**src/rtl/ede_pkg.sv**
```systemverilog
package ede_pkg;

  // String store depth and derived widths
  localparam int MAX_LEN = 64;
  localparam int IDX_W   = (MAX_LEN > 1) ? $clog2(MAX_LEN) : 1;
  localparam int POS_W   = $clog2(MAX_LEN + 1);
  localparam int CELL_W  = $clog2(MAX_LEN + 2);
  localparam int SYM_W   = 8;
  localparam int MODE_W  = 2;
  localparam int DIST_W  = 7;
  localparam int DIST_MAX = 127;

  // Request modes
  localparam logic [MODE_W-1:0] MODE_FIRST   = 2'd0;
  localparam logic [MODE_W-1:0] MODE_SECOND  = 2'd1;
  localparam logic [MODE_W-1:0] MODE_COMPUTE = 2'd2;

  typedef logic [1:0] bank_t;

  localparam bank_t BANK_A = 2'd0;
  localparam bank_t BANK_B = 2'd1;
  localparam bank_t BANK_C = 2'd2;

  typedef struct packed {
    logic [MODE_W-1:0] mode;
    logic [SYM_W-1:0]  symbol;
  } req_t;

  typedef struct packed {
    logic [DIST_W-1:0] distance;
    logic              too_long;
  } rsp_t;

  typedef enum logic [2:0] {
    ST_IDLE,
    ST_INIT,
    ST_ROW,
    ST_SWEEP,
    ST_DRAIN,
    ST_FINISH
  } ctl_state_t;

  // Commands from the controller to the datapath
  typedef struct packed {
    logic              text_we_first;
    logic              text_we_second;
    logic [IDX_W-1:0]  text_waddr;
    logic [SYM_W-1:0]  text_wdata;
    logic              first_re;
    logic [IDX_W-1:0]  first_raddr;
    logic              issue;
    logic [POS_W-1:0]  col;
    bank_t             cur_bank;
    bank_t             one_bank;
    bank_t             two_bank;
    logic              row_we;
    bank_t             row_wbank;
    logic [POS_W-1:0]  row_waddr;
    logic [CELL_W-1:0] row_wdata;
    logic              row_start;
    logic              swap_ok;
    logic              out_load;
    logic              out_use_n2;
    logic [POS_W-1:0]  n2;
    logic              too_long;
  } ctl_cmd_t;

  // Clamp a table value to the result width
  function automatic logic [DIST_W-1:0] sat_dist(input logic [CELL_W-1:0] v);
    logic [DIST_W-1:0] r;
    if (32'(v) > 32'(DIST_MAX)) begin
      r = DIST_W'(DIST_MAX);
    end else begin
      r = DIST_W'(v);
    end
    return r;
  endfunction

endpackage

```
**src/rtl/ede_datapath.sv**
```systemverilog
module ede_datapath (
  input  logic             clk,
  input  logic             rst,
  input  ede_pkg::ctl_cmd_t cmd,
  output ede_pkg::rsp_t    rsp
);
  import ede_pkg::*;

  // String stores and the three rotating row buffers
  logic [SYM_W-1:0]  first_mem  [0:MAX_LEN-1];
  logic [SYM_W-1:0]  second_mem [0:MAX_LEN-1];
  logic [CELL_W-1:0] row_mem    [0:2][0:MAX_LEN];

  logic [SYM_W-1:0]  first_q;
  logic [SYM_W-1:0]  a_prev;
  logic [SYM_W-1:0]  second_q;
  logic [SYM_W-1:0]  b_prev;
  logic [CELL_W-1:0] one_q;
  logic [CELL_W-1:0] two_q;
  logic [CELL_W-1:0] one_prev;
  logic [CELL_W-1:0] left;
  logic              cell_valid;
  logic [POS_W-1:0]  cell_col;
  bank_t             cell_bank;

  logic [IDX_W-1:0]  second_raddr;
  logic [POS_W-1:0]  two_raddr;
  logic [CELL_W-1:0] cost;
  logic [CELL_W-1:0] best;
  logic [CELL_W-1:0] cand_ins;
  logic [CELL_W-1:0] cand_sub;
  logic [CELL_W-1:0] cand_swap;
  logic              swap_hit;

  // Column j reads second[j-1], one-back[j] and two-back[j-2]
  assign second_raddr = IDX_W'(cmd.col - POS_W'(1));
  assign two_raddr    = (cmd.col >= POS_W'(2)) ? (cmd.col - POS_W'(2)) : '0;

  // Text store writes and reads
  always_ff @(posedge clk) begin
    if (cmd.text_we_first) begin
      first_mem[cmd.text_waddr] <= cmd.text_wdata;
    end
    if (cmd.text_we_second) begin
      second_mem[cmd.text_waddr] <= cmd.text_wdata;
    end
    if (cmd.first_re) begin
      first_q <= first_mem[cmd.first_raddr];
    end
    if (cmd.issue) begin
      second_q <= second_mem[second_raddr];
    end
  end

  // Row buffer: one write port, two read ports
  always_ff @(posedge clk) begin
    if (cell_valid) begin
      row_mem[cell_bank][cell_col] <= best;
    end else if (cmd.row_we) begin
      row_mem[cmd.row_wbank][cmd.row_waddr] <= cmd.row_wdata;
    end
    if (cmd.issue) begin
      one_q <= row_mem[cmd.one_bank][cmd.col];
      two_q <= row_mem[cmd.two_bank][two_raddr];
    end
  end

  // Cell evaluation: minimum of delete, insert, substitute and swap
  always_comb begin
    cost      = (first_q == second_q) ? '0 : CELL_W'(1);
    cand_ins  = left + CELL_W'(1);
    cand_sub  = one_prev + cost;
    cand_swap = two_q + cost;
    swap_hit  = cmd.swap_ok && (cell_col > POS_W'(1)) &&
                (first_q == b_prev) && (a_prev == second_q);
    best = one_q + CELL_W'(1);
    if (cand_ins < best) begin
      best = cand_ins;
    end
    if (cand_sub < best) begin
      best = cand_sub;
    end
    if (swap_hit && (cand_swap < best)) begin
      best = cand_swap;
    end
  end

  // Compute stage valid
  always_ff @(posedge clk) begin
    if (rst) begin
      cell_valid <= 1'b0;
    end else begin
      cell_valid <= cmd.issue;
    end
  end

  // Hold the running neighbours of the current cell
  always_ff @(posedge clk) begin
    if (cmd.issue) begin
      cell_col  <= cmd.col;
      cell_bank <= cmd.cur_bank;
    end
    if (cmd.row_start) begin
      a_prev   <= first_q;
      one_prev <= cmd.row_wdata - CELL_W'(1);
      left     <= cmd.row_wdata;
    end else if (cell_valid) begin
      left     <= best;
      one_prev <= one_q;
      b_prev   <= second_q;
    end
  end

  // Result register
  always_ff @(posedge clk) begin
    if (cmd.out_load) begin
      rsp.distance <= cmd.out_use_n2 ? sat_dist(CELL_W'(cmd.n2)) : sat_dist(left);
      rsp.too_long <= cmd.too_long;
    end
  end

endmodule

```
**src/rtl/ede_controller.sv**
```systemverilog
module ede_controller (
  input  logic              clk,
  input  logic              rst,
  input  logic              req_valid,
  output logic              req_ready,
  input  ede_pkg::req_t     req,
  output logic              rsp_valid,
  input  logic              rsp_ready,
  input  logic              cfg_we,
  input  logic              cfg_data,
  output ede_pkg::ctl_cmd_t cmd
);
  import ede_pkg::*;

  ctl_state_t       state;
  ctl_state_t       state_next;
  logic [POS_W-1:0] first_count;
  logic [POS_W-1:0] second_count;
  logic             overflow_seen;
  logic             damerau_enable;
  logic [POS_W-1:0] row;
  logic [POS_W-1:0] col;
  bank_t            cur_bank;
  bank_t            one_bank;
  bank_t            two_bank;

  logic             accept;
  logic             out_free;
  logic             last_row;
  logic             rotate;

  assign req_ready = (state == ST_IDLE);
  assign accept    = req_valid && req_ready;
  assign out_free  = !rsp_valid || rsp_ready;
  assign last_row  = (row == first_count);

  // Next state and commands
  always_comb begin
    state_next         = state;
    rotate             = 1'b0;
    cmd                = '0;
    cmd.text_waddr     = (req.mode == MODE_FIRST) ? IDX_W'(first_count) : IDX_W'(second_count);
    cmd.text_wdata     = req.symbol;
    cmd.first_raddr    = IDX_W'(row - POS_W'(1));
    cmd.col            = col;
    cmd.cur_bank       = cur_bank;
    cmd.one_bank       = one_bank;
    cmd.two_bank       = two_bank;
    cmd.swap_ok        = damerau_enable && (row > POS_W'(1));
    cmd.n2             = second_count;
    cmd.too_long       = overflow_seen;
    cmd.out_use_n2     = (first_count == '0);
    unique case (state)
      ST_IDLE: begin
        if (accept) begin
          unique case (req.mode)
            MODE_FIRST: begin
              cmd.text_we_first = (first_count < POS_W'(MAX_LEN));
            end
            MODE_SECOND: begin
              cmd.text_we_second = (second_count < POS_W'(MAX_LEN));
            end
            MODE_COMPUTE: begin
              state_next = ST_INIT;
            end
            default: begin
            end
          endcase
        end
      end
      ST_INIT: begin
        // Border row: entry j holds j
        cmd.row_we    = 1'b1;
        cmd.row_wbank = one_bank;
        cmd.row_waddr = col;
        cmd.row_wdata = CELL_W'(col);
        if (col == second_count) begin
          state_next = (first_count == '0) ? ST_FINISH : ST_ROW;
        end
      end
      ST_ROW: begin
        // Row border cell and first-string byte for this row
        cmd.row_we    = 1'b1;
        cmd.row_wbank = cur_bank;
        cmd.row_waddr = '0;
        cmd.row_wdata = CELL_W'(row);
        cmd.row_start = 1'b1;
        cmd.first_re  = 1'b1;
        if (second_count == '0) begin
          rotate     = 1'b1;
          state_next = last_row ? ST_FINISH : ST_ROW;
        end else begin
          state_next = ST_SWEEP;
        end
      end
      ST_SWEEP: begin
        cmd.issue = 1'b1;
        if (col == second_count) begin
          state_next = ST_DRAIN;
        end
      end
      ST_DRAIN: begin
        rotate     = 1'b1;
        state_next = last_row ? ST_FINISH : ST_ROW;
      end
      ST_FINISH: begin
        if (out_free) begin
          cmd.out_load = 1'b1;
          state_next   = ST_IDLE;
        end
      end
      default: begin
        state_next = ST_IDLE;
      end
    endcase
  end

  // State register
  always_ff @(posedge clk) begin
    if (rst) begin
      state <= ST_IDLE;
    end else begin
      state <= state_next;
    end
  end

  // Counters, banks, flags and the result handshake
  always_ff @(posedge clk) begin
    if (rst) begin
      first_count    <= '0;
      second_count   <= '0;
      overflow_seen  <= 1'b0;
      damerau_enable <= 1'b0;
      rsp_valid      <= 1'b0;
      row            <= '0;
      col            <= '0;
      cur_bank       <= BANK_A;
      one_bank       <= BANK_B;
      two_bank       <= BANK_C;
    end else begin
      if (cfg_we) begin
        damerau_enable <= cfg_data;
      end
      if (rsp_valid && rsp_ready && !cmd.out_load) begin
        rsp_valid <= 1'b0;
      end
      if (cmd.text_we_first) begin
        first_count <= first_count + POS_W'(1);
      end
      if (cmd.text_we_second) begin
        second_count <= second_count + POS_W'(1);
      end
      // Drop bytes beyond the store and flag it
      if (accept && (((req.mode == MODE_FIRST) && !cmd.text_we_first) ||
                     ((req.mode == MODE_SECOND) && !cmd.text_we_second))) begin
        overflow_seen <= 1'b1;
      end
      if (rotate) begin
        two_bank <= one_bank;
        one_bank <= cur_bank;
        cur_bank <= two_bank;
      end
      unique case (state)
        ST_IDLE: begin
          col      <= '0;
          row      <= POS_W'(1);
          cur_bank <= BANK_A;
          one_bank <= BANK_B;
          two_bank <= BANK_C;
        end
        ST_INIT: begin
          col <= col + POS_W'(1);
        end
        ST_ROW: begin
          col <= POS_W'(1);
          if (second_count == '0) begin
            row <= row + POS_W'(1);
          end
        end
        ST_SWEEP: begin
          col <= col + POS_W'(1);
        end
        ST_DRAIN: begin
          row <= row + POS_W'(1);
        end
        ST_FINISH: begin
          if (out_free) begin
            rsp_valid     <= 1'b1;
            first_count   <= '0;
            second_count  <= '0;
            overflow_seen <= 1'b0;
          end
        end
        default: begin
        end
      endcase
    end
  end

endmodule

```
**src/rtl/edit_distance_engine.sv**
```systemverilog
// Byte appends (mode 0 or 1): one beat per cycle, back to back, while the engine is idle; no result.
// Compute (mode 2): writes the border row, then per row a border step, one cell
// a cycle and a drain step (only the border step with an empty second string);
// the result loads once the output is free, so a held result delays that load.
// Reset (rst, synchronous) empties both strings, clears the overflow flag and
// damerau_enable; string and row stores keep their contents until written.
module edit_distance_engine (
  input  logic           clk,
  input  logic           rst,
  input  logic           req_valid,
  output logic           req_ready,
  input  ede_pkg::req_t  req,
  output logic           rsp_valid,
  input  logic           rsp_ready,
  output ede_pkg::rsp_t  rsp,
  input  logic           cfg_we,
  input  logic           cfg_data
);
  import ede_pkg::*;

  ctl_cmd_t cmd;

  ede_controller u_ctl (
    .clk       (clk),
    .rst       (rst),
    .req_valid (req_valid),
    .req_ready (req_ready),
    .req       (req),
    .rsp_valid (rsp_valid),
    .rsp_ready (rsp_ready),
    .cfg_we    (cfg_we),
    .cfg_data  (cfg_data),
    .cmd       (cmd)
  );

  ede_datapath u_dp (
    .clk (clk),
    .rst (rst),
    .cmd (cmd),
    .rsp (rsp)
  );

endmodule

```
**config.mk**
```make
export PLATFORM = sky130hd
export DESIGN_NAME = edit_distance_engine
export DESIGN_NICKNAME = d
export VERILOG_FILES = /design/src/rtl/ede_pkg.sv /design/src/rtl/ede_datapath.sv /design/src/rtl/ede_controller.sv /design/src/rtl/edit_distance_engine.sv
export SDC_FILE = /design/constraint.sdc
export NUM_CORES = 2
export LEC_CHECK = 0
export BUFFER_PORTS_ARGS = -buffer_cell sky130_fd_sc_hd__buf_2
export CAP_MARGIN = 5
export CORE_ASPECT_RATIO = 1.1
export CORE_MARGIN = 10
export CORE_UTILIZATION = 34
export CTS_CLUSTER_DIAMETER = 200
export DETAILED_ROUTE_END_ITERATION = 10
export PLACE_DENSITY = 0.49
export SLEW_MARGIN = 20
export SYNTH_ARGS = -nofsm -noshare
export SYNTH_HDL_FRONTEND = slang
export SYNTH_HIERARCHICAL = 1
export SYNTH_SLANG_ARGS = --single-unit
```
**constraint.sdc**
```tcl
create_clock -name clk -period 13.4 [get_ports clk]
set_input_delay 1.34 -clock clk [delete_from_list [all_inputs] [get_ports clk]]
set_output_delay 1.34 -clock clk [all_outputs]
set_load 0.01 [all_outputs]
```
## Word level (Yosys, flattened, before mapping)

Memory sizes are Yosys's and may differ from the RTL's. A register that Yosys moved wholly into a read port is not among the register bits.
Index checks and enable logic that the tools add are counted.

- Register bits: 102
- Bits in writable memories: 2,389
- Output and inout bits: 10
- Word-level logic and storage cells: 178
- Memories: 3

Memories:

| name | words | bits a word | read ports | clocked after Yosys merged registers in | wr ports | RTL line | text |
|---|---|---|---|---|---|---|---|
| u_dp.row_mem | 3 | 455 | 2 | 2 | 1 | ede_datapath.sv:12 | `logic [CELL_W-1:0] row_mem [0:2][0:MAX_LEN];` |
| u_dp.first_mem | 64 | 8 | 1 | 1 | 1 | ede_datapath.sv:10 | `logic [SYM_W-1:0] first_mem [0:MAX_LEN-1];` |
| u_dp.second_mem | 64 | 8 | 1 | 1 | 1 | ede_datapath.sv:11 | `logic [SYM_W-1:0] second_mem [0:MAX_LEN-1];` |

- Add/subtract/negate cells: 12
- $lt $le $gt $ge: 14
- Equality and inequality tests: 18
- Muxes and demuxes: 72
- Bitwise gates (word level): 5
- Reduce and logical (&&, ||, !) cells: 32

Operators by type and width:

| cell | number |
|---|---|
| $mux W455 | 4 |
| $reduce_or A455 Y1 | 1 |
| $mux W7 | 22 |
| $bmux W7 S7 | 2 |
| $demux W7 S7 | 2 |
| $add A7 B1 Y7 const B | 6 |
| $pmux W7 S3 | 2 |
| $pmux W17 S2 | 1 |
| $ge A8 B8 Y1 const B | 4 |
| $not A7 Y8 | 4 |
| $eq A8 B8 Y1 | 3 |
| $mux W3 | 8 |
| $lt A7 B7 Y1 | 3 |
| $mux W1 | 21 |
| $pmux W3 S6 | 1 |
| $lt A8 B1 Y1 const B | 2 |
| $add A7 B7 Y7 | 2 |
| $eq A7 B7 Y1 | 2 |
| $gt A7 B1 Y1 const B | 2 |
| $logic_not A7 Y1 | 2 |
| $lt A7 B7 Y1 const B | 2 |
| $mux W2 | 7 |
| $logic_and A1 B1 Y1 | 13 |
| $sub A6 B1 Y6 const B | 2 |
| 22 further kinds | 35 |

## Logic depth before layout (Yosys ltp)

- Word-level depth: 11
- Mapped depth: 29
- Mapped depth without buffers: 26

## Modules after synthesis

The synthesis kept the hierarchy.

Modules (own cells, without submodules):

| module | instances | cells each | area each (um^2) | seq. area each (um^2) |
|---|---|---|---|---|
| ede_datapath | 1 | 6,488 | 110,298.3 | 74,071.0 |
| ede_controller | 1 | 292 | 2,492.4 | 800.8 |

## Least setup slack after synthesis

Ideal clock, no wire load.

- Kind: register to register
- From: register u_dp.one_q[0]
- To: memory u_dp/row_mem[0][101] (netlist bit) (data pin)
- Library setup time: 1.759 ns
- Arrival time: 12.983 ns
- Required time: 11.641 ns
- Setup slack: -1.343 ns
- Stages on the path, launching flop included: 27
- Path buffers: 2
- Clock period less this slack: 14.743 ns
- Path through: edfxtp_1 -> ha_1 -> inv_1 -> ha_1 -> a211oi_1 -> o21bai_1 -> a221oi_2 -> o21ai_2 -> buf_4 -> nand2_1 -> o21ai_0 -> ha_1 -> nand3_1 -> or2_2 -> o211a_1 -> o21a_1 -> buf_4 -> o21ai_0 -> inv_1 -> ha_1 -> nor2b_1 -> o21ai_0 -> nand4_1 -> nor3b_1 -> o211a_1 -> nor3_1 -> o31ai_1

- Cells in the longest elaborated chain, start to end: 9

RTL lines:

| what | RTL line | text |
|---|---|---|
| from (decl) | ede_datapath.sv:18 | `logic [CELL_W-1:0] one_q;` |
| from (signal assigned) | ede_datapath.sv:63 | `one_q <= row_mem[cmd.one_bank][cmd.col];` |
| $add A7 B1 Y7 * | ede_datapath.sv:76 | `best = one_q + CELL_W'(1);` |
| $lt A7 B7 Y1 | ede_datapath.sv:77 | `if (cand_ins < best) begin` |
| $mux W7 * | ede_datapath.sv:77 |  |
| $lt A7 B7 Y1 | ede_datapath.sv:80 | `if (cand_sub < best) begin` |
| $mux W7 * | ede_datapath.sv:80 |  |
| $lt A7 B7 Y1 | ede_datapath.sv:83 | `if (swap_hit && (cand_swap < best)) begin` |
| $logic_and A1 B1 Y1 | ede_datapath.sv:83 |  |
| $mux W7 * | ede_datapath.sv:83 |  |
| $mux W455 (no line) * | n/a |  |
| to (decl) | ede_datapath.sv:12 |  |

Every way passes the cells marked *; elsewhere a longest branch is shown, timed or not.

## Worst setup path after layout

- From: register u_dp.one_q[0]
- To: memory u_dp/row_mem[1][7] (netlist bit) (data pin)

The elaborated chain is that of the path after synthesis.

==> results.toml <==
[cts]
cts_sinks = 2507
hold_buffers = 0
cts_buffers = 279
cts.path.max_buffers = 4
htreeDepth = 5
cts_resized = 0
cts_tree = "done"
cts.reportedPaths.clkPinSlew_ps = 60
postCtsSetupBuffers = 0
clk_latency_ps = 880
root_buffer = "clkbuf_16"

[sta]
relSlewSlack = 0.126
rsz0062_at_grt = "no"
fin_crit_sh = 0.643
skew_ps = 46.1
maxSlewViolCount = 0
tightestPinTransition_ps = 1310
fin_ws_ps = 4780
hold_violations = 0
timing.fmax_mhz = 116
setup_tns_ps = 0
hold_ws_ps = 443
finalSetupViolCount = 0
period_minus_slack_ps = 8620

[routing]
post_drt_wl_per_cell_um = 31.5
dr_wl_met2_um = 174000
antenna_left = 0
vias_per_cell = 5.83
drc = 0
drt_iter0_drc = 6944
top_layer = "met5"
vias = 65400
firstDrtPassIters = 6
wirelength_um = 354000
drt-met1-wl_um = 145000
dr_wl_met3_um = 21200

[die]
design.die.area_um2 = 355000
initial_utilization = 0.342
io_pins = 26
chipWidth_um = 569
num_rows = 221
core_area_um2 = 330000
dieHeight_um = 624

[logic_synthesis]
syn_area_per_cell_um2 = 16.6
synthCells = 6780
synth_ff_type = "edfxtp_1"
synthesis.area_um2 = 113000
synth-seq-cells = 2507
synth-edff-count = 2466
synth_nets = 6829
yosysWarnings = 6
async_flop_share = 0
yosysUniqueCellTypes = 95
ys_seq_area_frac = 0.664

[power]
pwr-share-seq = 0.458
p_comb_frac = 0.176
p_sw_frac = 0.275
peakVddDrop_mv = 0.215
cellLeakagePower_nw = 37.9
intPower_w = 0.0146
total_power_w = 0.0202
power_density_nw_per_um2 = 160
switchingPower_w = 0.00554
p_clk_frac = 0.366

[hold_path]
worstHoldStart = "u_ctl/overflow_seen$_SDFF_PP0_"
min-delay-path-class = "reg2reg"

[final_layout]
fin_nets = 6719
final_util = 0.382
final_layout_size_suffix_gt1_frac = 0.205
area_growth_pct = 11.7

[grt]
antenna_found_initial = 9
overflow = 0
grt_pass1_vias = 65500
grtUsageTotal = 0.192
grt_max_degree = 196
grt_pass1_wl_um = 500000

[setup_path]
cp.arrival_ps = 9100
rr_startpoint = "u_dp/one_q[0]$_DFFE_PP_"
cp_cell_sequence = "ha_1, xnor2_1, ha_1, o21ai_0, o21bai_1, a221oi_2, o21ai_2, o21ai_0, ha_1, nand3_1, or2_2, o211a_1, o21a_1, o21ai_0, inv_1, ha_1, nor2b_1, o21ai_0, nand4_1, o21bai_1, o211ai_1, o2bb2ai_1, mux2_8, buf_4"
start_kind = "flip-flop"
crit_start = "u_dp/one_q[0]$_DFFE_PP_"
critPathKind = "reg2reg"
critPathMaxStageDelay_ps = 920
cp-end-kind = "flip-flop"
cp_slowest_cell = "buf_4"
required_ps = 13880
critPathMaxFanout = 100
path_buf_inv = 2
critPathTopFamily = "compound AO/OA/AOI/OAI gates"

[place]
io_buffer_count = 25
place_ws_ps = 4960
dp_hpwl_um = 217000
gp_congestion = 0.877

[flow_run]
maxCapViolCount = 0

[status]
status = "finished clean"
-- logic make-up after synthesis --
| family | Yosys count | synth area share |
|---|---|---|
| flops | 2507 | 0.664 |
| xor+xnor | 97 | 0.00753 |
| simple gates | 1295 | 0.0493 |
| buf+inv | 581 | 0.0244 |
| mux | 1083 | 0.180 |
| fa+ha+maj | 33 | 0.00366 |
| compound gates | 1184 | 0.0709 |
-- layout make-up --
| class | count | area [um2] |
|---|---|---|
| well taps | 4348 | 5440 |
| clock buffers | 354 | 7470 |
| multi-input cells | 3692 | 35400 |
| fillers | 30100 | 204000 |
| inverters | 44 | 188 |
| repair buffers | 146 | 1320 |
| diodes | 7 | 17.5 |
| flip-flops and latches | 2507 | 74900 |
| clock inverters | 134 | 1140 |
-- worst paths after layout --
path	to	slack (ps)	cells past startpoint
worst min-delay path	u_dp/rsp[0]$_DFFE_PP_	440	0
worst min register to register	u_dp/rsp[0]$_DFFE_PP_	440	0
worst max register to register	u_dp/row_mem[1][7]$_DFFE_PP_	4780	24
worst max-delay path	u_dp/row_mem[1][7]$_DFFE_PP_	4780	24
-- power by group through the flow --
| stage | combinational (W) | clock (W) | sequential (W) |
|---|---|---|---|
| after floorplan | 0.00213 | 0 | 0.00949 |
| after global placement | 0.00355 | 0 | 0.00940 |
| after detailed placement | 0.00358 | 0 | 0.00940 |
| after CTS | 0.00358 | 0.00754 | 0.00923 |
| after global routing | 0.00373 | 0.00782 | 0.00924 |
| final | 0.00356 | 0.00738 | 0.00924 |
-- Yosys cell counts (all sizes together), types with 70 or more instances --
cell,n,area [um2]
o22ai,100,626
mux2i,267,2670
clkbuf,232,875
mux4,754,17000
buf,305,1720
nand3,84,420
nor2,600,2250
o21ai,247,1240
a211oi,70,526
nand2,414,1550
o221ai,188,1650
edfxtp,2466,74100
a21oi,232,1170
o211ai,120,906
-- layout by cell type, fill, tap and decap left out, drive strengths merged, types with 19 or more instances in the layout --
| cell type | synthesis | routed |
|---|---|---|
| o21ai | 247 | 247 |
| a311oi | 20 | 20 |
| mux2i | 267 | 267 |
| nand2 | 414 | 414 |
| o22ai | 100 | 100 |
| and2 | 21 | 21 |
| nor2 | 600 | 600 |
| nor3 | 33 | 33 |
| ha | 33 | 33 |
| nand4 | 19 | 19 |
| a22oi | 53 | 53 |
| xnor2 | 58 | 58 |
| a32oi | 20 | 20 |
| mux4 | 754 | 754 |
| and3 | 21 | 21 |
| clkinv | 3 | 107 |
| a31oi | 27 | 27 |
| inv | 41 | 48 |
| a21oi | 232 | 232 |
| dfxtp | 41 | 41 |
| edfxtp | 2466 | 2466 |
| xor2 | 39 | 39 |
| mux2 | 62 | 62 |
| nand3 | 84 | 84 |
| clkbuf | 232 | 357 |
| o221ai | 188 | 188 |
| nor2b | 26 | 26 |
| buf | 305 | 143 |
| a211oi | 70 | 70 |
| o211ai | 120 | 120 |
-- worst register-to-register path: stages, from the launching register on --
cell,delay [ps]
edfxtp_1,540
ha_1,310
xnor2_1,280
ha_1,220
o21ai_0,80
o21bai_1,190
a221oi_2,100
o21ai_2,630
o21ai_0,270
ha_1,380
nand3_1,150
or2_2,320
o211a_1,270
o21a_1,400
o21ai_0,610
inv_1,100
ha_1,300
nor2b_1,130
o21ai_0,140
nand4_1,160
o21bai_1,460
o211ai_1,230
o2bb2ai_1,190
mux2_8,660
buf_4,970
-- sequential cells by signal, summed over array words and instances, names as in the netlist, 3 cells and up --
| register | count |
|---|---|
| u_dp/one_prev | 7 |
| u_dp/first_q | 8 |
| u_dp/b_prev | 8 |
| u_ctl/first_count | 7 |
| u_dp/cell_col | 7 |
| u_dp/two_q | 7 |
| u_dp/second_q | 8 |
| u_ctl/second_count | 7 |
| u_dp/one_q | 7 |
| u_dp/row_mem | 1365 |
| u_dp/left | 7 |
| u_ctl/row | 7 |
| u_dp/second_mem | 512 |
| u_dp/first_mem | 512 |
| u_dp/rsp | 8 |
| u_ctl/state | 3 |
| u_ctl/col | 7 |
| u_dp/a_prev | 8 |
-- metrics by stage --
step,instances,area (um2)
3_3_place_gp,10700,117000
5_1_grt,11200,126000
4_1_cts,11200,126000
6_report,11200,126000
3_5_place_dp,10700,117000
2_1_floorplan,6780,113000
-- metal layers --
| layer | track usage | vias up |
|---|---|---|
| met5 | 0 | - |
| met4 | 0.0689 | 4 |
| met3 | 0.0301 | 540 |
| met2 | 0.322 | 2448 |
| met1 | 0.252 | 35000 |
| li1 | - | 27400 |
Power figures use the tool's default switching activity.
